--- src/rtl/fpa_pkg.sv ---
// Shared types and constants for the Q24.8 fixed-point ALU.
// No dependencies; every other file refers to this package by scoped names.
package fpa_pkg;

  localparam int WordBits  = 32;
  localparam int FracBits  = 8;
  localparam int DivSteps  = WordBits + FracBits;
  localparam int ProdBits  = 2 * WordBits;
  localparam int NumStages = DivSteps + 3;

  typedef enum logic [3:0] {
    KIND_ADD      = 4'd0,
    KIND_SUB      = 4'd1,
    KIND_MUL      = 4'd2,
    KIND_DIV      = 4'd3,
    KIND_GT       = 4'd4,
    KIND_LT       = 4'd5,
    KIND_GE       = 4'd6,
    KIND_LE       = 4'd7,
    KIND_EQ       = 4'd8,
    KIND_NE       = 4'd9,
    KIND_MIN      = 4'd10,
    KIND_MAX      = 4'd11,
    KIND_INC      = 4'd12,
    KIND_DEC      = 4'd13,
    KIND_FROM_INT = 4'd14,
    KIND_TO_INT   = 4'd15
  } kind_e;

  typedef struct packed {
    logic [3:0]          kind;
    logic signed [31:0]  operand_a;
    logic signed [31:0]  operand_b;
  } in_t;

  typedef struct packed {
    logic signed [31:0]  result_value;
    logic                condition;
    logic                overflow;
    logic                divide_by_zero;
  } out_t;

  // classified transaction handed from the front end to the execution pipe
  typedef struct packed {
    kind_e                kind;
    logic [WordBits-1:0]  a;
    logic [WordBits-1:0]  b;
    logic [WordBits-1:0]  mag_a;
    logic [WordBits-1:0]  mag_b;
    logic                 neg;
  } job_t;

  typedef struct packed {
    kind_e                kind;
    logic                 neg;
    logic                 cond;
    logic                 ovf;
    logic                 dbz;
    logic [WordBits-1:0]  val;
    logic [WordBits-1:0]  rem;
    logic [ProdBits-1:0]  acc;
    logic [WordBits-1:0]  dvs;
  } stage_t;

endpackage

--- src/rtl/fpa_queue.sv ---
// Two-entry queue that decouples the front end from the execution pipe.
// Uses fpa_pkg::job_t.
module fpa_queue (
  input  logic          clk_i,
  input  logic          rst_ni,
  input  logic          push_i,
  input  fpa_pkg::job_t push_data_i,
  output logic          full_o,
  input  logic          pop_i,
  output logic          head_valid_o,
  output fpa_pkg::job_t head_o
);

  fpa_pkg::job_t mem_q [2];
  logic [1:0]    cnt_q;
  logic          wr_q;
  logic          rd_q;
  logic          do_push;
  logic          do_pop;

  assign full_o       = cnt_q[1];
  assign head_valid_o = cnt_q != 2'd0;
  assign head_o       = mem_q[rd_q];
  assign do_push      = push_i && !full_o;
  assign do_pop       = pop_i && head_valid_o;

  always_ff @(posedge clk_i or negedge rst_ni) begin
    if (!rst_ni) begin
      cnt_q <= 2'd0;
      wr_q  <= 1'b0;
      rd_q  <= 1'b0;
    end else begin
      if (do_push) wr_q <= ~wr_q;
      if (do_pop)  rd_q <= ~rd_q;
      cnt_q <= cnt_q + {1'b0, do_push} - {1'b0, do_pop};
    end
  end

  always_ff @(posedge clk_i) begin
    if (do_push) begin
      mem_q[wr_q] <= push_data_i;
    end
  end

endmodule

--- config.mk ---
export PLATFORM = sky130hd
export DESIGN_NAME = fpa_queue
export DESIGN_NICKNAME = d
export VERILOG_FILES = /design/src/rtl/fpa_pkg.sv /design/src/rtl/fpa_queue.sv
export SDC_FILE = /design/constraint.sdc
export NUM_CORES = 1
export LEC_CHECK = 0
export BUFFER_PORTS_ARGS = -buffer_cell sky130_fd_sc_hd__buf_2
export CORE_UTILIZATION = 38
export CTS_CLUSTER_SIZE = 30
export DETAILED_ROUTE_END_ITERATION = 10
export GPL_ROUTABILITY_DRIVEN = 0
export HOLD_SLACK_MARGIN = 0.02
export PLACE_DENSITY = 0.59
export SLEW_MARGIN = 20
export SYNTH_ARGS = -nofsm -noshare
export SYNTH_HDL_FRONTEND = slang
export SYNTH_SLANG_ARGS = --single-unit
--- constraint.sdc ---
create_clock -name clk_i -period 9 [get_ports clk_i]
set_clock_uncertainty 0.1 [all_clocks]
set_input_delay 1.35 -clock clk_i [delete_from_list [all_inputs] [get_ports clk_i]]
set_output_delay 1.35 -clock clk_i [all_outputs]
set_load 0.02 [all_outputs]
# Yosys cells after proc, flatten, opt, wreduce, memory -nomap -nowiden
# Memory sizes are Yosys's and may differ from the RTL's.
# Cells that the tools add are included.
dict set report op_classes {
  addsub 2
  n_mux 2
  n_reduce_logical 4
  bitwise 2
}
# cell count
set op_table {}
lappend op_table {{adder 2 x 1 -> 2 bit} 1}
lappend op_table {{logical AND 1 bit} 2}
lappend op_table {{2-to-1 mux 1 bit} 2}
lappend op_table {{inverter 1 bit} 2}
lappend op_table {{nonzero test 2 bit} 1}
lappend op_table {{subtractor 2 x 1 -> 2 bit} 1}
lappend op_table {{logical NOT 1 bit} 1}
dict set report totals {
  reg_bits 4
  mem_count 1
  in_bits 137
  elab_cells 14
  ramBits 266
  output_inout_bits 135
}
# memory depth word_bits rd rd_clocked_by_memory_dff wr line_no
set memory_table {}
lappend memory_table {mem_q 2 133 1 0 1 fpa_queue.sv:14} ;# fpa_pkg::job_t mem_q [2];

# Logic depth before layout (Yosys ltp)
# Gate-level depths: netlist (run 1).
dict set report depth {
  ltp_word 4
  mapped_depth 5
  depth_no_buf 5
}

# Worst setup path after synthesis (run 1)
# OpenSTA, ideal clock, no wires.
dict set report synth_path {
  path_type {in2reg}
  from {in push_i}
  to {mem mem_q[0][0] (netlist bit) (enable)}
  setup_slack_ns 1.282
  arrival_time_ns 6.991
  t_required_ns 8.273
  setup_ns 0.627
  n_path_buf 0
  path_stages 2
  cell_sequence {nand2b_1 -> nor2_1}
}
dict set report synth_via {
  elab_chain_cells 3
}
# item line_no
set synth_lines {}
lappend synth_lines {{from (decl)} fpa_queue.sv:6} ;# input logic push_i,
lappend synth_lines {{logical AND 1 bit} fpa_queue.sv:24} ;# assign do_push = push_i && !full_o;
lappend synth_lines {{2-to-1 mux 1 bit} fpa_queue.sv:40} ;# if (do_push) begin
lappend synth_lines {{2-to-1 mux 1 bit (not written as such)} fpa_queue.sv:41} ;# mem_q[wr_q] <= push_data_i;
lappend synth_lines {{to (decl)} fpa_queue.sv:14}
# No other way between the ends.

==> metrics.md, run 1 <==
| Metric | Value |
|---|---|
| Status | `complete, no violations` |
| CP max stage delay | `~0.96 ns` |
| First-pass GRT wire length | `between 20,000 and 30,000 µm` |
| Syn Area/Cell | `23.1 µm²` |
| Non-Filler Instances | `1,084` |
| Placement-stage cell area | `11,800 µm²` |
| Clock root buffer | `clkbuf_16` |
| Levels on crit path | `3` |
| Synth warnings | `0` |
| Mapped Cells | `434` |
| CP Capture Type | `output port` |
| Top Metal Used | `met5` |
| M1 wire length | `7630 µm` |
| Final TNS setup | `0 ns` |
| CP required | `~7.6 ns` |
| Number of max-cap violations | `0` |
| Pleak | `4.87 nW` |
| Period minus WS final | `~4.4 ns` |
| Total setup buffers inserted after CTS | `0` |
| Period Utilization, post-route | `48.5%` |
| CTS H-tree lvls | `1` |
| Row cnt | `59` |
| Hold Path End | `wr_q` |
| Hold-fix buffers, CTS | `0` |
| Drc violations | `0` |
| Bufs and invs on worst path | `2` |
| Antenna-violating nets left | `0` |
| Clk sinks | `270` |
| Met3 routed WL | `1630 µm` |
| Cell Chain, Critical Path | `buf_4 > mux2_2 > buf_2` |
| Switching power share of the total | `around a third` |
| Cell area after layout | `12,700 µm²` |
| CTS resizes | `0` |
| Clk pin slew, worst setup/hold paths | `0.06 ns` |
| Chip width | `165 µm` |
| Worst Reg-to-Reg Cells | `4` |
| WP data arrival | `2.91 ns` |
| CTS buffer count | `28` |
| Post-detailed-routing wire length | `~19,000 µm` |
| Share of layout cells above drive strength 1 | `60.9%` |
| Total power | `0.00422 W` |
| Final cell utilization of the core | `between 40% and 50%` |
| Yosys cell types | `17` |
| Die height | `165 µm` |
| Antenna violations before repair | `2` |
| Synth Net Count | `572` |
| DR vias | `4,988` |
| Largest net degree at the start of global routing | `roughly 70` |
| Mean number of vias per cell | `4.60` |
| Slew @ Worst Pin | `between 0.9 and 1 ns` |
| Hold WC Path Type | `reg -> reg` |
| Slew Limit Fails | `0` |
| Kind of cell adding the most delay to the critical path | `flip-flops` |
| Worst reg2reg setup slack | `5.64 ns` |
| Worst R2R End | `mem_q[0][108]` |
| Hold path cells | `1` |
| Switch Pwr | `roughly 0.0013 W` |
| Global Route Usage Sum | `13.3%` |
| Core box area | `26,000 µm²` |
| Port-buffer cells | `271` |
| Cell area after synthesis | `10,000 µm²` |
| # fillers | `2,203` |
| Gr ovfl total | `0` |
| Area grow syn2layout | `26.0%` |
| CTS tree | `done` |
| Clock latency on the worst-skew pair | `0.52 ns` |
| P_int | `~0.0029 W` |
| Max clock buf depth | `3` |
| RSZ-0062 raised after global routing | `false` |
| Final setup viols | `0` |
| Number of global-route vias before repair | `about 5.2k` |
| Slowest CP cell | `dfrtp_4` |
| Initial Utilization | `38.6%` |
| DR WL/cell | `17.4 µm` |
| Detailed placement HPWL | `roughly 13,000 µm` |
| Seq cells post-synth | `270` |
| Fin. Hold Viols | `0` |
| Placed instance count | `1,031` |
| Hold path start | `wr_q` |
| CP Launch Type | `flop` |
| Comb power frac | `31.6%` |
| Sequential area share after synthesis | `80.6%` |
| Worst VDD drop | `0.000237 V` |
| R2r startpoint | `cnt_q[1]` |
| CP Class | `reg -> out` |
| Sequential power share | `42.4%` |
| Clk pwr share | `26.0%` |
| Slew HR | `between 30% and 40%` |
| Top-level port count | `about 270` |
| Crit Path Max Fanout | `56` |
| Max Clk Rate | `229 MHz` |
| DIE AREA | `roughly 27,000 µm²` |
| Pwr dens | `334 nW/µm²` |
| Nets | `864` |
| Met2 routed WL | `approximately 9300 µm` |
| Drt pass-1 iters | `4` |
| Drt initial violations | `254` |
==> cell type report <==
type / instances / area (µm²) / share of cell area, %
Timing Repair Buffer: 277 / 1400 / 11.1
Clock inverter: 10 / 83.8 / 0.663
Tap cell: 335 / 419 / 3.31
Sequential cell: 270 / 8090 / 64.0
Multi-Input combinational cell: 148 / 1840 / 14.5
Clock buffer: 41 / 811 / 6.41
Antenna cell: 2 / 5.00 / 0.0396
Inverter: 1 / 3.75 / 0.0297
==> cell usage after synthesis <==
library cell,number,area [µm²]
edfxtp_1,266,7990
mux2_2,73,822
mux2_4,60,901
buf_6,8,90.1
buf_2,7,35.0
dfrtp_1,4,100
nor2_1,3,11.3
nand2_1,2,7.51
nand2b_1,2,12.5
xnor2_1,2,17.5
a211o_1,1,8.76
a21oi_1,1,5.00
ha_1,1,12.5
inv_1,1,3.75
o31ai_1,1,7.51
or2_2,1,6.26
xor2_1,1,8.76
==> placed cells by master, fill, tap and decap left out, types with 3 or more instances in the layout <==
cell type    n
mux2_2      73
clkbuf_8     4
dfrtp_1      3
clkbuf_1     8
buf_4        6
edfxtp_1   266
mux2_4      60
clkinv_2     4
buf_2      271
clkbuf_16   29
==> routing by layer <==
metal  up-vias  GRT usage, %
li1       2313             -
met3        27          3.74
met4         2          3.63
met5         -             0
met2       193          22.8
met1      2453          16.4
==> how the worst max path moves through the flow <==
stage / from / endpoint / slack [ns]
2_1_floorplan: push_i / mem_q[0][0] / 1.28
3_5_place_dp: push_i / mem_q[0][26] / 4.64
4_1_cts: rd_q / head_o[58] / 4.59
6_report: rd_q / head_o[25] / 4.64
3_3_place_gp: push_i / mem_q[0][113] / 4.80
5_1_grt: rd_q / head_o[60] / 4.49
==> registers in the layout, summed over array words and instances (netlist names) <==
| name | cells |
|---|---|
| mem_q | 266 |
| cnt_q | 2 |
| rd_q | 1 |
| wr_q | 1 |
==> power by group through the flow <==
stage / Clock, W / Combinational [W] / Sequential [W]
after global routing: 0.00118 / 0.00142 / 0.00182
after CTS: 0.00113 / 0.00136 / 0.00180
after floorplan: 0 / 0.00102 / 0.00180
final: 0.00110 / 0.00133 / 0.00179
after global placement: 0 / 0.00134 / 0.00180
after detailed placement: 0 / 0.00135 / 0.00182
==> cell families after synthesis <==
| group | count (synthesis) | share of synthesized area, % |
|---|---|---|
| fa+ha+maj | 1 | 0.125 |
| compound gates | 3 | 0.212 |
| buf+inv | 16 | 1.28 |
| flops | 270 | 80.6 |
| simple gates | 8 | 0.374 |
| xor+xnor | 3 | 0.262 |
| mux | 133 | 17.2 |
==> per-stage QoR <==
step	setup slack [ns]	hold WS (ns)
2_1_floorplan	1.28	0.368
3_3_place_gp	4.80	0.425
3_5_place_dp	4.64	0.459
4_1_cts	4.59	0.472
5_1_grt	4.49	0.495
6_report	4.64	0.469
==> worst reg2reg max path: stages (launching register included) <==
cell      delay [ns]
dfrtp_1         0.43
nand2b_1        0.30
nor2_4          0.63
buf_4           0.84
buf_4           0.66
Note: power is estimated with default switching activity, not from simulation.
==> run 2: changes to the inputs <==
clock period = 4.27 ns   (was 9 ns; I/O delays follow)
==> run 2 against run 1 <==
  * Non-clock buffer count is 1 higher
  * Global-route usage hardly changed
  * Final cell count hardly changed
  * Core utilization is 0.30 points higher
  * Critical path depth stayed put
  * Wire length is 0.65% higher
  * Combinational power is 120% higher
  * Via count is 0.18% lower
  * Cell area is 0.62% higher
  * Sequential power is 110% higher
  * Setup slack worse by 3.5 ns
==> metrics.md, run 2 (synthesis results as in run 1) <==
| Metric | Value |
|---|---|
| Die height | `165 µm (unchanged)` |
| Switch Pwr | `0.00277 W (+110%)` |
| Nets | `865 (+0.12%)` |
| Sequential power share | `41.7% (-0.7 points)` |
| P_int | `0.00618 W (+110%)` |
| Biggest register | `mem_q` |
| Top-level port count | `272 (unchanged)` |
| Slew @ Worst Pin | `0.829 ns (-0.117 ns)` |
| Initial Utilization | `38.6% (unchanged)` |
| CP Launch Type | `flop` |
| Port-buffer cells | `271 (unchanged)` |
| Number of global-route vias before repair | `5,298 (+2.5%)` |
| Multi-input gate area | `1840 µm² (unchanged)` |
| Detailed placement HPWL | `12,900 µm (+2.5%)` |
| Max FFs per register | `266 (unchanged)` |
| Max Clk Rate | `315 MHz` |
| Non-Filler Instances | `1,085 (+0.092%)` |
| Placed instance count | `1,031 (unchanged)` |
| Most common cell after layout, fill and taps aside | `buf_2` |
| Chip width | `165 µm (unchanged)` |
| Clk pwr share | `26.1% (about the same)` |
| Share of layout cells above drive strength 1 | `60.8% (-0.081 points)` |
| CP Capture Type | `output port` |
| Most frequent cells in the layout | `buf_2, edfxtp_1, mux2_2` |
| Core box area | `26,000 µm² (unchanged)` |
| Hold WC Path Type | `in -> reg` |
| Total power | `0.00895 W (+110%)` |
| CTS resizes | `0 (unchanged)` |
| Comb power frac | `32.2% (+0.6 points)` |
| Final setup viols | `0 (unchanged)` |
| Largest net degree at the start of global routing | `82 (+21%)` |
| Pwr dens | `703 nW/µm² (+110%)` |
| Clock latency on the worst-skew pair | `0.52 ns (about the same)` |
| Drc violations | `0 (unchanged)` |
| Period minus WS final | `~3.2 ns` |
| # fillers | `2,180 (-1.0%)` |
| CP Class | `reg -> out` |
| Switching power share of the total | `31.0% (-0.41 points)` |
| Clock root buffer | `clkbuf_16` |
| RSZ-0062 raised after global routing | `false` |
| Drt initial violations | `287 (+13%)` |
| Number of max-cap violations | `0 (unchanged)` |
| DIE AREA | `27,100 µm² (unchanged)` |
| Worst VDD drop | `0.000406 V (+71%)` |
| Period Utilization, post-route | `around 74%` |
| CTS H-tree lvls | `1 (unchanged)` |
| WP data arrival | `2.44 ns (-0.47 ns)` |
| Slew Limit Fails | `0 (unchanged)` |
| Antenna-violating nets left | `0 (unchanged)` |
| CTS tree | `done` |
| Antenna violations before repair | `4 (+2)` |
| Clk sinks | `270 (unchanged)` |
| DR vias | `4,979 (-0.18%)` |
| DR WL/cell | `17.5 µm (+0.56%)` |
| Global Route Usage Sum | `13.2% (-0.040 points)` |
| Placement-stage cell area | `11,800 µm² (+0.53%)` |
| Crit Path Max Fanout | `81 (+45%)` |
| Post-detailed-routing wire length | `19,000 µm (+0.65%)` |
| Pleak | `4.90 nW (+0.65%)` |
| Clk pin slew, worst setup/hold paths | `0.06 ns (about the same)` |
| Cell area after layout | `12,700 µm² (+0.62%)` |
| Gr ovfl total | `0 (unchanged)` |
| Status | `complete, no violations` |
| Slew HR | `44.6% (+7.7 points)` |
| Hold-fix buffers, CTS | `1 (+1)` |
| Row cnt | `59 (unchanged)` |
| First-pass GRT wire length | `27,700 µm (+0.45%)` |
| Final TNS setup | `0 ns (unchanged)` |
| Mean number of vias per cell | `4.59 (-0.27%)` |
| Total setup buffers inserted after CTS | `0 (unchanged)` |
| Largest regs | `mem_q (266), cnt_q (2)` |
| CP required | `3.53 ns (-4.02 ns)` |
| Fin. Hold Viols | `0 (unchanged)` |
| Max clock buf depth | `3 (unchanged)` |
| CTS buffer count | `28 (unchanged)` |
| Sequential Area | `8090 µm² (unchanged)` |
| Drt pass-1 iters | `6 (+2)` |
| Area grow syn2layout | `26.8%` |
| Hold Worst Slack | `0.202 ns (-0.267 ns)` |
-- run 2: cell types whose count changed in the layout (fill, tap and decap cells not counted), moves of 2 or more --
cell,before,now
buf_4,6,1
buf_12,0,5
clkbuf_8,4,0
clkinv_2,4,8
bufinv_16,1,3
clkbuf_1,8,6
clkinv_1,2,4
-- run 2: power groups by stage --
stage	Sequential, W	Combinational (W)	Clock, W
2_1_floorplan	0.00375	0.00215	0
3_3_place_gp	0.00376	0.00289	0
3_5_place_dp	0.00380	0.00293	0
4_1_cts	0.00374	0.00294	0.00240
5_1_grt	0.00379	0.00308	0.00249
6_report	0.00373	0.00288	0.00234
-- run 2: layer usage --
layer / global-route usage, % / wire length [µm] / vias up
li1: - / - / 2321
met1: 16.1 / 7510 / 2411
met2: 22.5 / 9220 / 203
met3: 4.29 / 1810 / 40
met4: 3.88 / 401 / 4
met5: 0 / 27 / -
-- run 2: worst max-delay path, stage by stage, from the launching register on --
cell     delay (ns)
dfrtp_4        0.75
buf_12         0.39
mux2_2         0.42
buf_2          0.16
-- run 2: metrics by stage --
stage	setup WS [ns]	utilization (%)
2_1_floorplan	-0.509	-
3_3_place_gp	1.69	45.5
3_5_place_dp	1.65	45.5
4_1_cts	1.08	49.0
5_1_grt	0.996	49.0
6_report	1.09	49.0
-- run 2: layout make-up --
cell class	count	share of cell area [%]
Tap cell	335	3.29
Sequential cell	270	63.6
Clock inverter	16	1.20
Clock buffer	35	5.88
Antenna cell	2	0.0393
Inverter	1	0.0295
Multi-Input combinational cell	148	14.4
Timing Repair Buffer	278	11.6
-- run 2: final timing paths --
check / startpoint / end / depth (start not counted) / slack [ns]
max in group asynchronous: rst_ni / rd_q / 2 / 3.54
min: push_data_i[9] / mem_q[0][9] / 1 / 0.20
min in group asynchronous: rst_ni / cnt_q[0] / 2 / 0.38
max: rd_q / head_o[30] / 3 / 1.09
min reg2reg: wr_q / wr_q / 1 / 0.46
max reg2reg: cnt_q[1] / mem_q[1][108] / 3 / 1.95
==> run 3: changes to the inputs <==
ABC_AREA = 1   (was not set)
clock period = 3.25 ns   (was 4.27 ns; I/O delays follow)
==> run 3 against run 2 <==
  * Global-route usage grew 2.2 points
  * Final cell count grew 27%
  * Via count grew 24%
  * Core utilization grew 1.2 points
  * Wire length grew 12%
  * Synthesized area shrank 1.4%
  * Total power grew 33%
  * Register-to-register slack lost 0.51 ns
  * Synthesized cell count grew 65%
==> metrics.md, run 3 <==
| Metric | Value |
|---|---|
| Drt pass-1 iters | `4 (-2)` |
| Period Utilization, post-route | `roughly 82%` |
| Top-level port count | `272 (unchanged)` |
| CP Class | `reg -> out` |
| Antenna-violating nets left | `0 (unchanged)` |
| Gr ovfl total | `0 (unchanged)` |
| Global Route Usage Sum | `15.4% (+2.2 points)` |
| Slew @ Worst Pin | `0.646 ns (-0.183 ns)` |
| Synth top area cells | `edfxtp_1, nand2_1, dfrtp_1` |
| Number of global-route vias before repair | `5,807 (+9.6%)` |
| Sequential Area | `8090 µm² (unchanged)` |
| Area grow syn2layout | `28.9%` |
| # fillers | `2,270 (+4.1%)` |
| WP data arrival | `2.08 ns (-0.36 ns)` |
| Port-buffer cells | `271 (unchanged)` |
| Nets | `1,167 (+35%)` |
| Largest regs | `mem_q (266), cnt_q (2)` |
| Chip width | `163 µm (-0.69%)` |
| Max Clk Rate | `375 MHz` |
| Status | `complete, no violations` |
| Antenna violations before repair | `3 (-1)` |
| Yosys cell types | `15 (-2)` |
| Multi-input gate area | `1600 µm² (-13%)` |
| CTS tree | `done` |
| Clk sinks | `270 (unchanged)` |
| Compound-Gate Fraction of Synth Area | `0.0506% (-0.16 points)` |
| Number of synthesized flops with an enable pin | `266 (unchanged)` |
| CTS buffer count | `29 (+3.6%)` |
| Row cnt | `58 (-1.7%)` |
| DR WL/cell | `15.4 µm (-12%)` |
| Seq cells post-synth | `270 (unchanged)` |
| Pleak | `5.43 nW (+11%)` |
| Fin. Hold Viols | `0 (unchanged)` |
| CP Capture Type | `output port` |
| DR vias | `6,181 (+24%)` |
| CTS resizes | `0 (unchanged)` |
| Final cell utilization of the core | `50.2% (+1.2 points)` |
| Share of layout cells above drive strength 1 | `30.2% (-31 points)` |
| Count leader, synth | `nand2_1` |
| CP required | `2.66 ns (-0.87 ns)` |
| Crit Path Max Fanout | `62 (-23%)` |
| Clock latency on the worst-skew pair | `0.53 ns (about the same)` |
| Largest net degree at the start of global routing | `134 (+63%)` |
| Post-detailed-routing wire length | `21,300 µm (+12%)` |
| Most frequent cells in the layout | `nand2_1, buf_2, edfxtp_1` |
| Slew Limit Fails | `0 (unchanged)` |
| Slew HR | `56.9% (+12 points)` |
| Worst VDD drop | `0.000829 V (+100%)` |
| RSZ-0062 raised after global routing | `false` |
| Synth warnings | `0 (unchanged)` |
| Drc violations | `0 (unchanged)` |
| First-pass GRT wire length | `31,700 µm (+14%)` |
| DIE AREA | `26,700 µm² (-1.4%)` |
| Detailed placement HPWL | `12,800 µm (-0.39%)` |
| Synth Area in Adders | `0.126% (+0.0018 points)` |
| Main synth FF type | `edfxtp_1` |
| Met1 Usage GRT | `18.6% (+2.6 points)` |
| Most common cell after layout, fill and taps aside | `nand2_1` |
| Hold Worst Slack | `0.0408 ns (-0.161 ns)` |
| Max FFs per register | `266 (unchanged)` |
| Async SR Flop Fraction | `1.48% (unchanged)` |
| Met2 usage | `27.0% (+4.6 points)` |
| Clk pin slew, worst setup/hold paths | `0.06 ns (about the same)` |
| Core box area | `25,400 µm² (-2.3%)` |
| Mapped Cells | `718 (+65%)` |
| Max clock buf depth | `3 (unchanged)` |
| Sequential area share after synthesis | `81.7% (+1.1 points)` |
| Pwr dens | `934 nW/µm² (+33%)` |
| Initial Utilization | `39.0% (+0.34 points)` |
| Area leader, netlist | `edfxtp_1` |
| Post-synthesis xor/xnor area fraction | `0.265% (+0.0037 points)` |
| Hold WC Path Type | `in -> reg` |
| Synth Net Count | `856 (+50%)` |
| Synth Area in Simple Gates | `15.6% (+15 points)` |
| Cell area after synthesis | `9900 µm² (-1.4%)` |
| Number of max-cap violations | `0 (unchanged)` |
| Combinational family with the most area after synthesis | `simple AND/OR/NAND/NOR gates` |
| CTS H-tree lvls | `1 (unchanged)` |
| Mux share of post-synthesis cell area | `0% (-17 points)` |
| Mean number of vias per cell | `4.48 (-2.4%)` |
| Drt initial violations | `323 (+13%)` |
| Top cell type's share of synthesized area | `80.7% (+1.1 points)` |
| Clock root buffer | `clkbuf_16` |
| CP Launch Type | `flop` |
| Syn Area/Cell | `13.8 µm² (-40%)` |
| Die height | `163 µm (-0.69%)` |
| Met3 GRT Util | `3.66% (-0.64 points)` |
| Period minus WS final | `2.67 ns` |
| Gr busiest metal | `met2` |
| Final setup viols | `0 (unchanged)` |
| Commonest cells in the netlist | `nand2_1, edfxtp_1, buf_2` |
| Biggest register | `mem_q` |
## run 3: changes by cell type in the layout (fill, tap and decap cells not counted), moves of 3 or more
cell / previous run / this run
clkinv_2: 8 / 3
dlygate4sd3_1: 1 / 31
nand2_1: 2 / 404
inv_1: 1 / 4
mux2_2: 73 / 0
clkbuf_1: 6 / 10
mux2_4: 60 / 0
bufinv_16: 3 / 0
## run 3: kinds of logic after synthesis
| group | after synthesis |
|---|---|
| and+or+nand+nor | 409 |
| DFF | 270 |
| AOI/OAI and AO/OA | 1 |
| adders and majority gates | 1 |
| xor gates and xnor gates | 3 |
| buffers and inverters | 34 |
## run 3: layer usage
metal	vias to the layer above	part of all wire, %
li1	3050	-
met1	2927	41
met2	169	52
met3	33	6.2
met4	2	1.7
met5	-	0.061
## run 3: area by class of cell
type / count / share of cell area, %
tap: 330 / 3.24
clock inverter: 11 / 0.422
timing repair buffer: 309 / 14.2
inverter: 5 / 0.167
sequential: 270 / 63.4
antenna: 2 / 0.0392
clock buffer: 39 / 5.98
multi-input combinational: 414 / 12.5
## run 3: timing repair
item,4_1_cts,5_1_grt
setup endpoints to repair,0,0
hold endpoints to repair,12,45
hold buffers,6,25
buffers inserted,0,0
## run 3: report_power, final
| part | internal (W) | switching, W |
|---|---|---|
| Clock | 0.00163 | 0.00125 |
| Combinational | 0.00119 | 0.00303 |
| Sequential | 0.00465 | 0.000160 |
## run 3: worst paths after layout
check                                      from             to  slack [ns]  cells past startpoint
worst max-delay path                       rd_q     head_o[68]        0.58                      5
worst min-delay path            push_data_i[13]   mem_q[1][13]        0.04                      1
worst max register to register         cnt_q[1]  mem_q[1][109]        1.44                      4
worst min register to register         cnt_q[0]       cnt_q[0]        0.47                      1
max in group asynchronous                rst_ni           rd_q        2.69                      2
min in group asynchronous                rst_ni       cnt_q[0]        0.22                      2
## run 3: worst max-delay path: stages, from the launching register on
cell and delay, ns:
dfrtp_4 0.50, inv_4 0.30, buf_12 0.32, nand2_1 0.09, nand2_1 0.12, buf_2 0.18
## run 3: per-stage QoR
stage               setup slack (ns)  instance area, µm²  total power (W)  instances  setup TNS, ns
finish                         0.581               12800           0.0119       1380              0
global route                   0.471               12800           0.0126       1379              0
CTS                            0.524               12500           0.0121       1353              0
detailed placement              1.09               11600          0.00917       1297              0
global placement                1.10               11600          0.00914       1297              0
floorplan                      -1.46                9900          0.00772        718        -388.02
