--- config.mk ---
export PLATFORM = sky130hd
export DESIGN_NAME = fpa_front
export DESIGN_NICKNAME = d
export VERILOG_FILES = /design/src/rtl/fpa_pkg.sv /design/src/rtl/fpa_front.sv
export SDC_FILE = /design/constraint.sdc
export NUM_CORES = 1
export LEC_CHECK = 0
export BUFFER_PORTS_ARGS = -buffer_cell sky130_fd_sc_hd__buf_2
export CAP_MARGIN = 10
export CORE_AREA = 10 10 121 123
export CTS_BUF_LIST = sky130_fd_sc_hd__clkbuf_4 sky130_fd_sc_hd__clkbuf_8
export CTS_CLUSTER_SIZE = 16
export DETAILED_ROUTE_END_ITERATION = 12
export DIE_AREA = 0 0 131 133
export HOLD_SLACK_MARGIN = 0.06
export PLACE_DENSITY = 0.78
export SETUP_SLACK_MARGIN = 0.05
export SLEW_MARGIN = 20
export SYNTH_ARGS = -nofsm -noshare
export SYNTH_HDL_FRONTEND = slang
export SYNTH_SLANG_ARGS = --single-unit
--- constraint.sdc ---
create_clock -name clk_i -period 6.2 [get_ports clk_i]
set_input_delay 0.62 -clock clk_i [delete_from_list [all_inputs] [get_ports clk_i]]
set_output_delay 0.62 -clock clk_i [all_outputs]
set_load 0.02 [all_outputs]
--- src/rtl/fpa_pkg.sv ---
// Shared types and constants for the Q24.8 fixed-point ALU.
// No dependencies; every other file refers to this package by scoped names.
package fpa_pkg;

  localparam int WordBits  = 32;
  localparam int FracBits  = 8;
  localparam int DivSteps  = WordBits + FracBits;
  localparam int ProdBits  = 2 * WordBits;
  localparam int NumStages = DivSteps + 3;

  typedef enum logic [3:0] {
    KIND_ADD      = 4'd0,
    KIND_SUB      = 4'd1,
    KIND_MUL      = 4'd2,
    KIND_DIV      = 4'd3,
    KIND_GT       = 4'd4,
    KIND_LT       = 4'd5,
    KIND_GE       = 4'd6,
    KIND_LE       = 4'd7,
    KIND_EQ       = 4'd8,
    KIND_NE       = 4'd9,
    KIND_MIN      = 4'd10,
    KIND_MAX      = 4'd11,
    KIND_INC      = 4'd12,
    KIND_DEC      = 4'd13,
    KIND_FROM_INT = 4'd14,
    KIND_TO_INT   = 4'd15
  } kind_e;

  typedef struct packed {
    logic [3:0]          kind;
    logic signed [31:0]  operand_a;
    logic signed [31:0]  operand_b;
  } in_t;

  typedef struct packed {
    logic signed [31:0]  result_value;
    logic                condition;
    logic                overflow;
    logic                divide_by_zero;
  } out_t;

  // classified transaction handed from the front end to the execution pipe
  typedef struct packed {
    kind_e                kind;
    logic [WordBits-1:0]  a;
    logic [WordBits-1:0]  b;
    logic [WordBits-1:0]  mag_a;
    logic [WordBits-1:0]  mag_b;
    logic                 neg;
  } job_t;

  typedef struct packed {
    kind_e                kind;
    logic                 neg;
    logic                 cond;
    logic                 ovf;
    logic                 dbz;
    logic [WordBits-1:0]  val;
    logic [WordBits-1:0]  rem;
    logic [ProdBits-1:0]  acc;
    logic [WordBits-1:0]  dvs;
  } stage_t;

endpackage

--- src/rtl/fpa_front.sv ---
// Front end: input register that accepts transactions and classifies them.
// Uses fpa_pkg types; feeds fpa_queue.
module fpa_front (
  input  logic          clk_i,
  input  logic          rst_ni,
  input  logic          in_valid_i,
  output logic          in_stall_o,
  input  fpa_pkg::in_t  in_data_i,
  output logic          job_valid_o,
  input  logic          job_full_i,
  output fpa_pkg::job_t job_o
);

  logic          vld_q;
  fpa_pkg::job_t job_q, job_d;
  logic          take;

  assign in_stall_o  = vld_q && job_full_i;
  assign take        = in_valid_i && !in_stall_o;
  assign job_valid_o = vld_q;
  assign job_o       = job_q;

  always_comb begin
    job_d.kind  = fpa_pkg::kind_e'(in_data_i.kind);
    job_d.a     = in_data_i.operand_a;
    job_d.b     = in_data_i.operand_b;
    job_d.mag_a = in_data_i.operand_a[31] ? (~job_d.a + 32'd1) : job_d.a;
    job_d.mag_b = in_data_i.operand_b[31] ? (~job_d.b + 32'd1) : job_d.b;
    job_d.neg   = in_data_i.operand_a[31] ^ in_data_i.operand_b[31];
  end

  always_ff @(posedge clk_i or negedge rst_ni) begin
    if (!rst_ni) begin
      vld_q <= 1'b0;
    end else if (take) begin
      vld_q <= 1'b1;
    end else if (!job_full_i) begin
      vld_q <= 1'b0;
    end
  end

  always_ff @(posedge clk_i) begin
    if (take) begin
      job_q <= job_d;
    end
  end

endmodule

Word-level counts from Yosys, hierarchy flattened
Index checks and enable logic that the tools add are counted.
W data, S select, Z words.
{"block": "word_totals", "register_bits": 134, "inputBits": 72, "out_inout_bits": 135, "wordCells": 22}
{"block": "classes", "n_addsub": 2, "n_eq_ne": 1, "mux": 4, "bitwise_logic": 3, "reduce_logical": 3}
{"operator": "$add A32 B1 Y32 const B", "n": 2}
{"operator": "$not A32 Y32", "n": 2}
{"operator": "$mux W31", "n": 2}
{"operator": "$logic_and A1 B1 Y1", "n": 2}
{"operator": "$mux W1", "n": 2}
{"operator": "$ne A2 B1 Y1 const B", "n": 1}
{"operator": "$logic_not A1 Y1", "n": 1}
{"operator": "$xor A1 B1 Y1", "n": 1}

Longest topological paths before layout
Gate-level depths: netlist of the first run.
{"block": "logic_depth", "ltp_word": 4, "mapped_depth": 6, "depth_no_buf": 6}

Least setup slack after synthesis of the first run
No wires, ideal clock.
{"block": "synth_timing", "path_type": "input to register", "from": "input job_full_i", "to": "register job_q, in the netlist job_o[0], enable pin", "setup_ps": 636, "t_arrival_ps": 6617, "t_required_ps": 5564, "setup_slack_ps": -1053, "path_stages": 2, "n_path_buf": 0, "path_cell_list": "and2_1 nor2b_1"}
{"block": "synth_via", "elab_chain_cells": 3}
{"element": "start, declared", "line": "fpa_front.sv:10", "rtl": "input logic job_full_i,"}
{"element": "$logic_and A1 B1 Y1", "line": "fpa_front.sv:18", "rtl": "assign in_stall_o = vld_q && job_full_i;"}
{"element": "$logic_not A1 Y1", "line": "fpa_front.sv:19", "rtl": "assign take = in_valid_i && !in_stall_o;"}
{"element": "$logic_and A1 B1 Y1", "line": "fpa_front.sv:19"}
{"element": "via take", "line": "fpa_front.sv:16", "rtl": "logic take;"}
{"element": "end signal, assigned", "line": "fpa_front.sv:44", "rtl": "job_q <= job_d;"}
{"element": "end, declared", "line": "fpa_front.sv:15", "rtl": "fpa_pkg::job_t job_q, job_d;"}
The timed path passes the listed nets, and every way through them passes these cells.
A chain may end at the register's enable or synchronous reset.

Worst setup path in the final report of the first run
{"block": "layout_timing", "from": "register vld_q (netlist: job_valid_o)", "to": "register job_q, in the netlist job_o[129], enable pin"}
{"block": "layout_via", "elab_chain_cells": 3}
{"element": "start, declared", "line": "fpa_front.sv:14", "rtl": "logic vld_q;"}
{"element": "start signal, assigned", "line": "fpa_front.sv:34", "rtl": "vld_q <= 1'b0;"}
{"element": "start signal, assigned", "line": "fpa_front.sv:36", "rtl": "vld_q <= 1'b1;"}
{"element": "start signal, assigned", "line": "fpa_front.sv:38", "rtl": "vld_q <= 1'b0;"}
{"element": "$logic_and A1 B1 Y1", "line": "fpa_front.sv:18"}
{"element": "$logic_not A1 Y1", "line": "fpa_front.sv:19"}
{"element": "$logic_and A1 B1 Y1", "line": "fpa_front.sv:19"}
{"element": "via take", "line": "fpa_front.sv:16"}
The timed path passes the listed nets, and every way through them passes these cells.

==> flow_results.org, run 1 <==
** Status
- The flow ran to the end, and the final reports show no timing, DRC or antenna violations.

** Clock tree
- The clock passes through at most 2 buffers.
- Post-CTS setup buffer count :: 0
- Clock-pin slew was measured on the worst setup and hold paths at around 0.060 ns.
- Clock tree from TritonCTS :: done
- Sink count of the clock tree :: between 100 and 150
- Worst-skew pair later-pin latency :: ~0.44 ns
- Inserted Clock Buffers :: 17
- The number of hold buffers added after CTS was 1.
- The clock tree synthesis step divided the H-tree into 4 levels.
- In this run, post-CTS repair resized a total of 0 instances.
- The root buffer cell chosen for the clock tree is clkbuf_8.

** Final layout
- After the last flow step, the layout net total stands at ~650.
- Excluding fillers, the count of instances in the completed layout stands at roughly 750.
- Fraction of layout cells with a size suffix above 1 :: a little over two fifths
- Fill cells in the final layout number 965.
- N_diodes :: 0
- After routing the design area is about 0.0071 mm^2.
- Final core occ :: 57.77%
- The area growth from synthesis to layout is 28.91%.

** Place
- In this run, placement finished with an instance count of slightly above 700.
- OpenSTA, run right after detailed placement, puts the worst setup slack at 3.302 ns.
- Routability-driven placement finished with a final weighted congestion of ~0.80.
- DP HPWL :: approximately 11 mm
- After detailed placement, the total cell area comes to ~0.0068 mm^2.
- Number of buffer cells added on primary ports :: 206

** Floorplan
- From left edge to right edge, the die measures about 130 um.
- From bottom edge to top edge, the die measures ~130 um.
- Pin placement for this block handled a little over 200 I/O pins.
- Die footprint :: approximately 0.017 mm^2
- The region available for standard cell placement spans 0.01236 mm^2.
- Initial cell density of the core :: 44.81%
- Row generation in the floorplan step produced 41 rows.

** Drt
- Post-route DRC :: 0
- Initial DRC Count :: 385
- Average wire per standard cell :: 18.61 um
- Count of antenna-violating nets left after detailed routing :: 0
- Vias per cell :: roughly 5.1
- Number of detailed-routing iterations run before antenna repair :: 4
- Total number of vias :: between 3,000 and 4,000
- Routed Wire Length :: about 14 mm

** Yosys
- Total of flip-flops plus latches after synthesis :: about 130
- For this run, the register share of the synthesized area comes to between 70% and 80%.
- The synthesized netlist contains 31 unique library cells.
- Count of warnings emitted by yosys :: 0
- After synthesis, the largest family of logic cells by area is simple AND/OR/NAND/NOR gates.
- The cell area that synthesis handed to floorplanning was 0.005540 mm^2.
- Complex-gate fraction of the synthesized area :: ~7.6%
- Counting every net in the synthesized netlist gives between 400 and 500.
- In the synthesized netlist, mux cells make up 0% of the area.
- Cell count after synthesis :: approximately 350
- After Yosys synthesis, XOR and XNOR cells account for 9.327% of the synthesized area.
- After synthesis, the mean cell area works out to between 15 and 20 um^2.
- Async set-or-reset flop fraction in the synthesized netlist :: less than 1%
- The most used flip-flop cell after synthesis is edfxtp_1.
- The synthesized design contains about 130 enable-type register cells.
- Adder-cell share of the synthesized area :: 0.9033%
- Summing the areas of all and, or, nand and nor instances in the mapped netlist gives 9.530% of the synthesized area.

** Pwr
- Across the VDD grid, the largest voltage drop is roughly 0.00019 V.
- Power consumption :: 2.025 mW
- Summed over all cells, the static leakage comes to between 2 and 3 nW.
- For this design the ratio of total power to cell area is about 280 mW/mm^2.

** STA
- Setup violations remaining at the end of the flow were counted as 0.
- Hold timing on the final database bottoms out at a slack of 0.3586 ns.
- Setup repair after global routing left no endpoint under its margin.
- The clock arrives with between 0.008 and 0.009 ns of skew.
- Summed over all failing endpoints, the final setup total negative slack is 0 ns.
- In the post-route analysis, the smallest setup slack over all paths is 3.638 ns.
- In this run the tightest slew margin relative to its limit is between 40 and 50%.
- Max frequency :: 390.4 MHz
- The number of hold violations in the final report came to 0.
- For the pin with the worst max-slew slack, the measured transition is around 0.84 ns.
- Final count of pins violating max slew :: 0
- After layout, the minimum clock period comes to 2.562 ns.
- After layout, the worst path uses about two fifths of the clock period.

** GRT
- First-pass GRT wire length :: 21.29 mm
- Pin count of the biggest net entering global routing :: a little under 70
- Global routing consumed, over all layers together, between 15 and 20% of the routing resources.
- The number of global-route vias before repair came to roughly 3,900.
- Initial antenna violation count :: 0
- After global routing the overflow that remains totals 0.

** Worst setup path
- STA classifies the critical path startpoint as a flip-flop.
- At the worst endpoint, the required time is about 6.3 ns.
- Of all nets on the critical path, the largest fanout is just under 70.
- The critical path is of the reg -> reg type.
- Kind of capture point of the worst setup path :: flip-flop
- For the worst setup path, the data arrival time is 2.63 ns.

** Min path
- Worst Hold Class :: in -> reg

** Flow run
- Across the run, the number of max-cap violations was 0.
==> worst max-delay path, cell delays in order (launching register included) <==
cell,delay (ns)
dfrtp_1,0.39
and2_1,0.19
nor2b_4,0.11
buf_4,0.62
buf_4,0.77
==> power by group <==
part,switching [mW],internal (mW)
Sequential,0.0137,1.06
Clock,0.303,0.374
Combinational,0.187,0.0924
==> final timing paths <==
check | from | endpoint | slack, ns | cells past startpoint
min reg2reg | job_valid_o | job_valid_o | 0.75 | 2
max reg2reg | job_valid_o | job_o[129] | 3.64 | 4
max | job_valid_o | job_o[129] | 3.64 | 4
min | in_data_i[64] | job_o[129] | 0.36 | 1
max in group asynchronous | rst_ni | job_valid_o | 5.61 | 2
min in group asynchronous | rst_ni | job_valid_o | 0.49 | 2
==> flip-flops by register name, summed over array words and instances, names as in the netlist <==
signal / flops
job_o: 131
job_valid_o: 1
==> Yosys cell counts (2+ instances only) <==
library cell / n / area (um^2)
nand3_2: 2 / 20.02
o41ai_2: 9 / 146.4
xnor2_1: 58 / 508.0
nand2b_1: 3 / 18.77
nor4b_1: 2 / 17.52
ha_1: 4 / 50.05
nor3_2: 3 / 30.03
nor3_1: 12 / 60.06
buf_1: 4 / 15.01
o31ai_1: 20 / 150.1
edfxtp_1: 131 / 3934
nand3_1: 7 / 35.03
nor2_1: 7 / 26.28
nor4_1: 6 / 37.54
nor2b_1: 2 / 12.51
inv_1: 7 / 26.28
nor4_4: 2 / 42.54
or3_1: 4 / 25.02
or2_2: 2 / 12.51
buf_4: 2 / 15.01
nand2_1: 29 / 108.9
nand4_1: 6 / 37.54
clkbuf_1: 3 / 11.26
o21ai_0: 14 / 70.07
o41ai_1: 6 / 52.55
==> cells in the final DEF, fill, tap and decap left out, types with 2 or more instances in the layout <==
cell	synthesis	final
nand2_1	29	29
ha_1	4	4
nand4_1	6	6
nand3_2	2	2
nand2b_1	3	3
clkbuf_4	0	6
or3_1	4	4
or2_2	2	2
o21ai_0	14	14
inv_1	7	7
o41ai_1	6	6
xnor2_1	58	58
o41ai_2	9	9
clkinv_2	0	2
clkinv_1	0	4
nor3_2	3	3
o31ai_1	20	20
nand3_1	7	7
nor4_4	2	2
buf_2	0	206
bufinv_16	0	2
edfxtp_1	131	131
nor4b_1	2	2
clkbuf_8	0	17
buf_4	2	2
nor2_1	7	7
nor4_1	6	6
nor3_1	12	12
==> per-layer routing <==
| metal | vias to the layer above | part of all wire [%] | global-route usage, % | wire [um] |
|---|---|---|---|---|
| met5 | - | 0 | 0 | 0 |
| met4 | 0 | 2.4 | 7.478 | 336 |
| met3 | 27 | 13 | 8.070 | 1789 |
| met2 | 200 | 48 | 25.17 | 6759 |
| met1 | 1839 | 37 | 17.05 | 5144 |
| li1 | 1793 | - | - | - |
==> layout make-up <==
class / count / area, um^2 / share of cell area, %
Inverter: 7 / 26.28 / 0.3679
Multi-Input combinational cell: 203 / 1521 / 21.30
Clock inverter: 8 / 85.08 / 1.191
Clock buffer: 23 / 279.0 / 3.907
Sequential cell: 132 / 3959 / 55.43
Timing Repair Buffer: 209 / 1056 / 14.79
Tap cell: 172 / 215.2 / 3.013
==> logic make-up (layout without fill, tap and decap cells) <==
family                   after synthesis  count (layout)
adder cells (fa/ha/maj)                4               4
AO/OA/AOI/OAI                         49              49
XOR/XNOR                              59              59
AND/OR/NAND/NOR                       91              91
buffers and inverters                 16             247
flip-flops                           132             132
No activity file was read; power rests on OpenSTA's default activity.
==> inputs of run 2 (changes only) <==
--- a/config.mk
+++ b/config.mk
@@ -7,13 +7,13 @@
 export LEC_CHECK = 0
 export BUFFER_PORTS_ARGS = -buffer_cell sky130_fd_sc_hd__buf_2
 export CAP_MARGIN = 10
-export CORE_AREA = 10 10 121 123
+export CORE_AREA = 10 10 116 118
 export CTS_BUF_LIST = sky130_fd_sc_hd__clkbuf_4 sky130_fd_sc_hd__clkbuf_8
 export CTS_CLUSTER_SIZE = 16
 export DETAILED_ROUTE_END_ITERATION = 12
-export DIE_AREA = 0 0 131 133
+export DIE_AREA = 0 0 126 128
 export HOLD_SLACK_MARGIN = 0.06
-export PLACE_DENSITY = 0.78
+export PLACE_DENSITY = 0.81
 export SETUP_SLACK_MARGIN = 0.05
 export SLEW_MARGIN = 20
 export SYNTH_ARGS = -nofsm -noshare
==> constraint.sdc (replaced) <==
create_clock -name clk_i -period 2.52 [get_ports clk_i]
set_input_delay 0.252 -clock clk_i [delete_from_list [all_inputs] [get_ports clk_i]]
set_output_delay 0.252 -clock clk_i [all_outputs]
set_load 0.02 [all_outputs]
==> flow_results.org, run 2 (same netlist as run 1, synthesis figures left out) <==
** Status
- The run finished with clean final reports.

** Clock tree
- TritonCTS built the clock tree.
- Inserted Clock Buffers :: 17 (unchanged)
- Clk Tree Root Cell :: clkbuf_8
- Clock-pin transition on the worst setup and hold timing paths :: 0.08 ns (+0.02 ns)
- The maximum buffer depth of the clock tree was 2 (unchanged).
- The number of sinks handled by clock tree synthesis was 132 (unchanged).
- The post-CTS resize count is 0 (unchanged).
- Worst-skew pair later-pin latency :: 0.43 ns (about the same)
- The depth of the CTS H-tree is 4 (unchanged).

** Pwr
- Switching component of the power :: 1.320 mW (+160%)
- Fraction of power consumed by combinational cells :: 14.9% (+1.1 points)
- The portion of total power attributed to sequential cells is 51.5% (-1.3 points).
- Clk pwr share :: 33.6% (+0.2 points)
- Internal power of the cells :: 3.781 mW (+150%)
- Highest ir drop seen on vdd :: 0.0003398 V (+77%)
- The leakage dissipation is 2.882 nW (+7.5%).
- Switching portion of total power :: 25.87% (+1.0 points)
- The total power after layout is 5.101 mW (+150%).
- The power density relative to cell area came to 672.2 mW/mm^2 (+140%).

** Final layout
- Fin nets :: 691 (+7.0%)
- The antenna cell count was 0 (unchanged).
- The library cell used most frequently in the layout, excluding fill and tap cells, is buf_2.
- Fraction of layout cells with a size suffix above 1 :: 41.88% (-1.9 points)
- The multi-input gate area in the final layout was 0.001524 mm^2 (+0.16%).
- Fin area :: 0.007589 mm^2 (+6.3%)
- The core utilization of the finished layout came to 67.61% (+9.8 points).
- The area growth from synthesis to layout is 36.97%.
- The flip-flop count of the largest register, all copies and words added is 131 (unchanged).
- The area of all sequential standard cells is 0.003960 mm^2 (about the same).
- In the layout the commonest cells are 206 x buf_2, 131 x edfxtp_1, 58 x xnor2_1.
- The filler cell count was 795 (-18%).

** Place
- The routability-driven placement congestion ratio was 0.8155 (+2.4%).
- Number of buffer cells added on primary ports :: 206 (unchanged)
- Total cell area at the placement stage :: 0.006783 mm^2 (+0.22%)
- DP HPWL :: 11.09 mm (+3.7%)

** Drt
- Vias per cell :: 5.332 (+4.2%)
- The number of DRC violations after detailed-routing iteration 0 was 480 (+25%).
- The number of iterations in the first detailed-routing pass came to 5 (+1).
- Count of antenna-violating nets left after detailed routing :: 0 (unchanged)
- The number of vias after detailed routing was 4,111 (+6.5%).
- The number of DRC violations after detailed routing is 0 (unchanged).
- Average wire per standard cell :: 20.04 um (+7.7%)
- Routed Wire Length :: 15.45 mm (+10%)

** STA
- Clock skew after layout :: 0.01232 ns (+0.003996 ns)
- The routed design could run at a clock period as short as between 2 and 2.5 ns.
- The number of hold violations in the final report is 0 (unchanged).
- The worst-margin pin slew was 0.7010 ns (-0.1424 ns).
- Based on the critical path, the design can be clocked at up to 434.6 MHz.
- RSZ-0062 raised after global routing :: no
- Relative slew margins :: 53.26% (+9.5 points)
- Total of endpoints with negative setup slack in the final report :: 0 (unchanged)
- The worst path uses between 90% and 100% of the clock period.
- The number of pins with negative max-slew slack in the final report is 0 (unchanged).

** Worst setup path
- The worst setup path is captured at a flip-flop.
- The worst setup path is launched from an input port.
- The peak fanout along the critical path is 12 (-82%).
- Worst Setup Path Type :: in -> reg
- The largest stage delay on the critical path was 0.61 ns (-0.16 ns).
- Among all stages on the critical path, the largest delay is contributed by o41ai_1.
- Cell depth of the worst flop-to-flop path :: 3 (-1)
- The required arrival time at the worst endpoint came to 2.68 ns (-3.58 ns).
- Crit path cell chain :: dlygate4sd3_1, buf_2, nor3_2, nand4_1, o41ai_1, xnor2_1
- The arrival time at the worst endpoint was 2.46 ns (-0.17 ns).

** Min path
- The cell depth of the worst hold path is 1 (unchanged).
- The tightest min-delay check is of the in -> reg type.

** GRT
- The leftover overflow at the end of global routing was 0 (unchanged).
- Initial antenna violation count :: 0 (unchanged)
- GRT Overall Usage :: 18.78% (+2.9 points)
- The first-pass GRT wire length came to 24.07 mm (+13%).
- The largest net degree at the start of global routing came to 72 (+4.3%).
- Number of global-route vias before repair :: 4,286 (+8.9%)

** Floorplan
- The initial core utilization came to 49.36% (+4.6 points).
- The core region area is 0.01122 mm^2 (-9.2%).
- The die span in x was 126 um (-3.8%).
- I/O pin count :: 207 (unchanged)
- Number of rows in the core area :: 39 (-4.9%)
- The vertical die dimension came to 128 um (-3.8%).
- Die footprint :: 0.01613 mm^2 (-7.4%)

** Flow run
- The max-capacitance violation count came to 0 (unchanged).
==> run 2: cell count changes in the layout (fill, tap and decap cells not counted), sizes merged <==
cell	change
clkbuf	-2
buf	+3
dlygate4sd3	+42
clkinv	+1
clkinvlp	+2
==> run 2: area by class of cell <==
| type | instances | area share, % |
|---|---|---|
| Clock inverter | 11 | 1.467 |
| Tap cell | 143 | 2.358 |
| Timing Repair Buffer | 254 | 20.08 |
| Multi-Input combinational cell | 203 | 20.08 |
| Clock buffer | 21 | 3.479 |
| Inverter | 7 | 0.3462 |
| Sequential cell | 132 | 52.18 |
==> run 2: final timing paths <==
check	start	endpoint	slack, ns
max	in_data_i[45]	job_o[57]	0.22
min	in_data_i[6]	job_o[71]	0.09
max reg2reg	job_valid_o	job_o[82]	1.05
min reg2reg	job_valid_o	job_valid_o	0.64
max in group asynchronous	rst_ni	job_valid_o	2.29
min in group asynchronous	rst_ni	job_valid_o	0.13
==> run 2: what timing repair did <==
action / CTS / global route
hold endpoints to repair: 43 / 0
hold buffers: 43 / 0
buffers inserted: 0 / 0
==> run 2: worst max-delay path: cells and delay by family <==
kind | cells | cell delay, ns
buffers and inverters | 2 | 0.68
AND/OR/NAND/NOR | 2 | 0.79
AO/OA/AOI/OAI | 1 | 0.61
XOR/XNOR | 1 | 0.13
==> run 2: metal layers <==
metal | global-route usage [%] | wire length [um] | up-vias | share of wire, %
met3 | 9.181 | 1853 | 18 | 12
met1 | 20.39 | 5598 | 1964 | 36
li1 | - | - | 1883 | -
met5 | 0 | 0 | - | 0
met2 | 31.85 | 7779 | 246 | 50
met4 | 5.626 | 223 | 0 | 1.4
==> run 2: power by group through the flow <==
stage	combinational [mW]	sequential (mW)	clock, mW
after global routing	0.814	2.64	1.83
final	0.760	2.63	1.71
after floorplan	0.211	2.86	0
after CTS	0.762	2.63	1.74
after detailed placement	0.708	2.68	0
after global placement	0.688	2.67	0
==> run 2: stage by stage <==
step	cells	hold slack, ns	TNS [ns]	worst slack, ns
finish	771	0.08971	0	0.2188
global route	771	0.06251	0	0.1118
CTS	771	0.06074	0	0.3024
detailed placement	696	0.02755	0	0.3891
global placement	696	0.02635	0	0.5181
floorplan	351	-0.04359	-61.88	-0.4724
==> inputs of run 3 (changes only) <==
==> constraint.sdc (replaced) <==
create_clock -name clk_i -period 2.5 [get_ports clk_i]
set_input_delay 0.25 -clock clk_i [delete_from_list [all_inputs] [get_ports clk_i]]
set_output_delay 0.25 -clock clk_i [all_outputs]
set_load 0.02 [all_outputs]
==> flow_results.org, run 3 (same netlist as run 1, synthesis figures left out) <==
** Final layout
- Fin area :: 0.007523 mm^2 (-0.86%)
- Commonest cells after routing, fill and taps aside :: 206 x buf_2, 131 x edfxtp_1, 58 x xnor2_1
- Number of flip-flops in the largest register :: 131 (unchanged)
- The fraction of final layout cells sized beyond drive strength 1 came to 41.67% (-0.21 points).
- N_diodes :: 0 (unchanged)
- Leaving out fill and tap cells, the most frequent cell in the layout is buf_2.
- The core utilization of the finished layout is 67.03% (-0.58 points).
- The number of nets at the end of the flow came to 688 (-0.43%).
- The area growth from synthesis to layout is 35.80%.

** Worst setup path
- Kind of capture point of the worst setup path :: flip-flop
- Launching element of the worst setup path :: in_data_i[45]
- STA classifies the critical path startpoint as an input port.
- Largest incremental delay on the critical path :: 0.66 ns (+0.05 ns)
- Crit-path max FO :: 12 (unchanged)
- Cell depth of the worst flop-to-flop path :: 3 (unchanged)
- Worst r2r src :: job_valid_o
- The critical path in this run is classified as in -> reg.
- The arrival time at the worst endpoint was 2.49 ns (+0.03 ns).
- The number of buffers and inverters on the critical path was 2 (unchanged).
- The minimum setup slack among reg-to-reg paths came to 1.03 ns (-0.02 ns).
- CP max stage cell :: o41ai_1
- Critical path destination :: job_o[57]
- Kind of cell adding the most delay to the critical path :: simple AND/OR/NAND/NOR gates
- Crit path cell chain :: dlygate4sd3_1, buf_2, nor3_2, nand4_1, o41ai_1, xnor2_1
- The total stage count of the critical path is 6 (unchanged).
- In this run the critical register-to-register path is captured at job_o[85].
- The required arrival time at the worst endpoint was 2.67 ns (about the same).

** STA
- The least setup slack across all paths after layout is 0.1807 ns (-0.03811 ns).
- Clock skew after layout :: 0.01065 ns (-0.001674 ns)
- Max frequency :: ~430 MHz
- The relative slew slack came to 54.68% (+1.4 points).
- Final count of pins violating max slew :: 0 (unchanged)
- Subtracting the final worst setup slack from the clock period gives ~2.3 ns.
- The worst-margin pin slew came to 0.6798 ns (-0.02124 ns).
- After layout, the worst path uses roughly 93% of the clock period.
- Count of final hold-check violations :: 0 (unchanged)
- The worst hold slack came to 0.09068 ns (+0.0009783 ns).
- Setup repair after global routing left no endpoint under its margin.
- Total of endpoints with negative setup slack in the final report :: 0 (unchanged)

** Clock tree
- CTS placed an instance of clkbuf_8 at the clock tree root.
- The number of sinks handled by clock tree synthesis was 132 (unchanged).
- The clock network latency to the later pin of the worst-skew pair is 0.43 ns (about the same).
- TritonCTS built the clock tree.
- The buffer count from post-CTS setup fixing was 0 (unchanged).
- Longest Clk Path Bufs :: 2 (unchanged)
- The depth of the CTS H-tree was 4 (unchanged).
- The hold buffer count at CTS came to 39 (-9.3%).
- Inserted Clock Buffers :: 17 (unchanged)
- Clock-pin transition on the worst setup and hold timing paths :: 0.07 ns (about the same)
- Number of resized instances in the post-cts repair step :: 0 (unchanged)

** Floorplan
- The number of placement rows is 39 (unchanged).
- The overall die area came to 0.01613 mm^2 (unchanged).
- The initial core utilization came to 49.36% (unchanged).
- The die span in x is 126 um (unchanged).
- Core ar. :: 0.01122 mm^2 (unchanged)
- I/O pin count :: 207 (unchanged)
- Y dimension of the die :: 128 um (unchanged)

** GRT
- Initial antenna violation count :: 0 (unchanged)
- GRT Overall Usage :: 18.64% (-0.14 points)
- Met1 capacity usage during global routing :: 19.77% (-0.61 points)
- Grt met3 use :: 8.561% (-0.62 points)
- The largest net degree at the start of global routing came to 72 (unchanged).
- Global routing usage on met2 :: 31.73% (-0.12 points)
- First-pass GRT wire length :: 23.87 mm (-0.86%)
- The leftover overflow at the end of global routing came to 0 (unchanged).
- The number of global-route vias before repair was 4,328 (+0.98%).
- met2 is the most crowded layer.

** Drt
- The ratio of routed vias to standard cells is 5.313 (-0.36%).
- The total routed wirelength is 15.16 mm (-1.9%).
- Number of detailed-routing iterations run before antenna repair :: 5 (unchanged)
- Total number of vias :: 4,075 (-0.88%)
- The number of DRC violations after detailed-routing iteration 0 came to 421 (-12%).
- The count of antenna-violating nets left after detailed routing came to 0 (unchanged).
- The number of DRC violations after detailed routing was 0 (unchanged).
- The detailed-route wire length per cell was 19.77 um (-1.4%).

** Place
- Number of buffer cells added on primary ports :: 206 (unchanged)
- The worst slack at placement came to 0.3766 ns (-0.01253 ns).
- RePlAce Congestion :: 0.8065 (-1.1%)
- DP HPWL :: 10.96 mm (-1.2%)
- Total cell area at the placement stage :: 0.006783 mm^2 (unchanged)

** Min path
- The min-delay analysis places its worst path in the category in -> reg.

** Pwr
- Total power density per cell area :: 662.0 mW/mm^2 (-1.5%)
- The largest vdd supply drop came to 0.0003685 V (+8.4%).
- The leakage dissipation came to 2.846 nW (-1.3%).

** Status
- Status :: complete, no violations

** Flow run
- Count of maximum capacitance violations :: 0 (unchanged)
[run 3: per-layer routing]
layer / wire length, um / share of wire (%) / up-vias
li1: - / - / 1876
met1: 5549 / 37 / 1956
met2: 7751 / 51 / 223
met3: 1632 / 11 / 20
met4: 227 / 1.5 / 0
met5: 0 / 0 / -
[run 3: worst min-delay path by stage]
stage,startpoint,endpoint,slack [ns],cells after the start
after floorplan,rst_ni,job_valid_o,-0.05,0
after global placement,rst_ni,job_valid_o,0.02,1
after detailed placement,rst_ni,job_valid_o,0.03,1
after CTS,in_data_i[55],job_o[120],0.06,1
after global routing,in_data_i[4],job_o[69],0.06,1
final,in_data_i[35],job_o[100],0.09,1
[run 3: metrics by stage]
stage,std cells,TNS (ns),power (mW)
final,767,0,4.980
after global routing,767,0,5.173
after CTS,766,0,5.023
after detailed placement,696,0,3.410
after global placement,696,0,3.386
after floorplan,351,-64.50,3.094
[run 3: worst register-to-register path, stage by stage (launching register included)]
cell and delay (ns):
dfrtp_2 0.40, and2_4 0.15, nor2b_4 0.18, buf_12 0.35
[run 3: cell type report]
cell class | instances | area, um^2
timing repair buffer | 251 | 1494
multi-input combinational | 203 | 1524
clock inverter | 12 | 91.34
tap | 143 | 178.9
sequential | 132 | 3960
clock buffer | 19 | 249.0
fill | 811 | 3700
inverter | 7 | 26.28
[run 3: where the power goes]
part	switching [mW]	internal [mW]	total (mW)
combinational	0.481	0.278	0.759
sequential	0.0355	2.61	2.65
clock	0.790	0.782	1.57
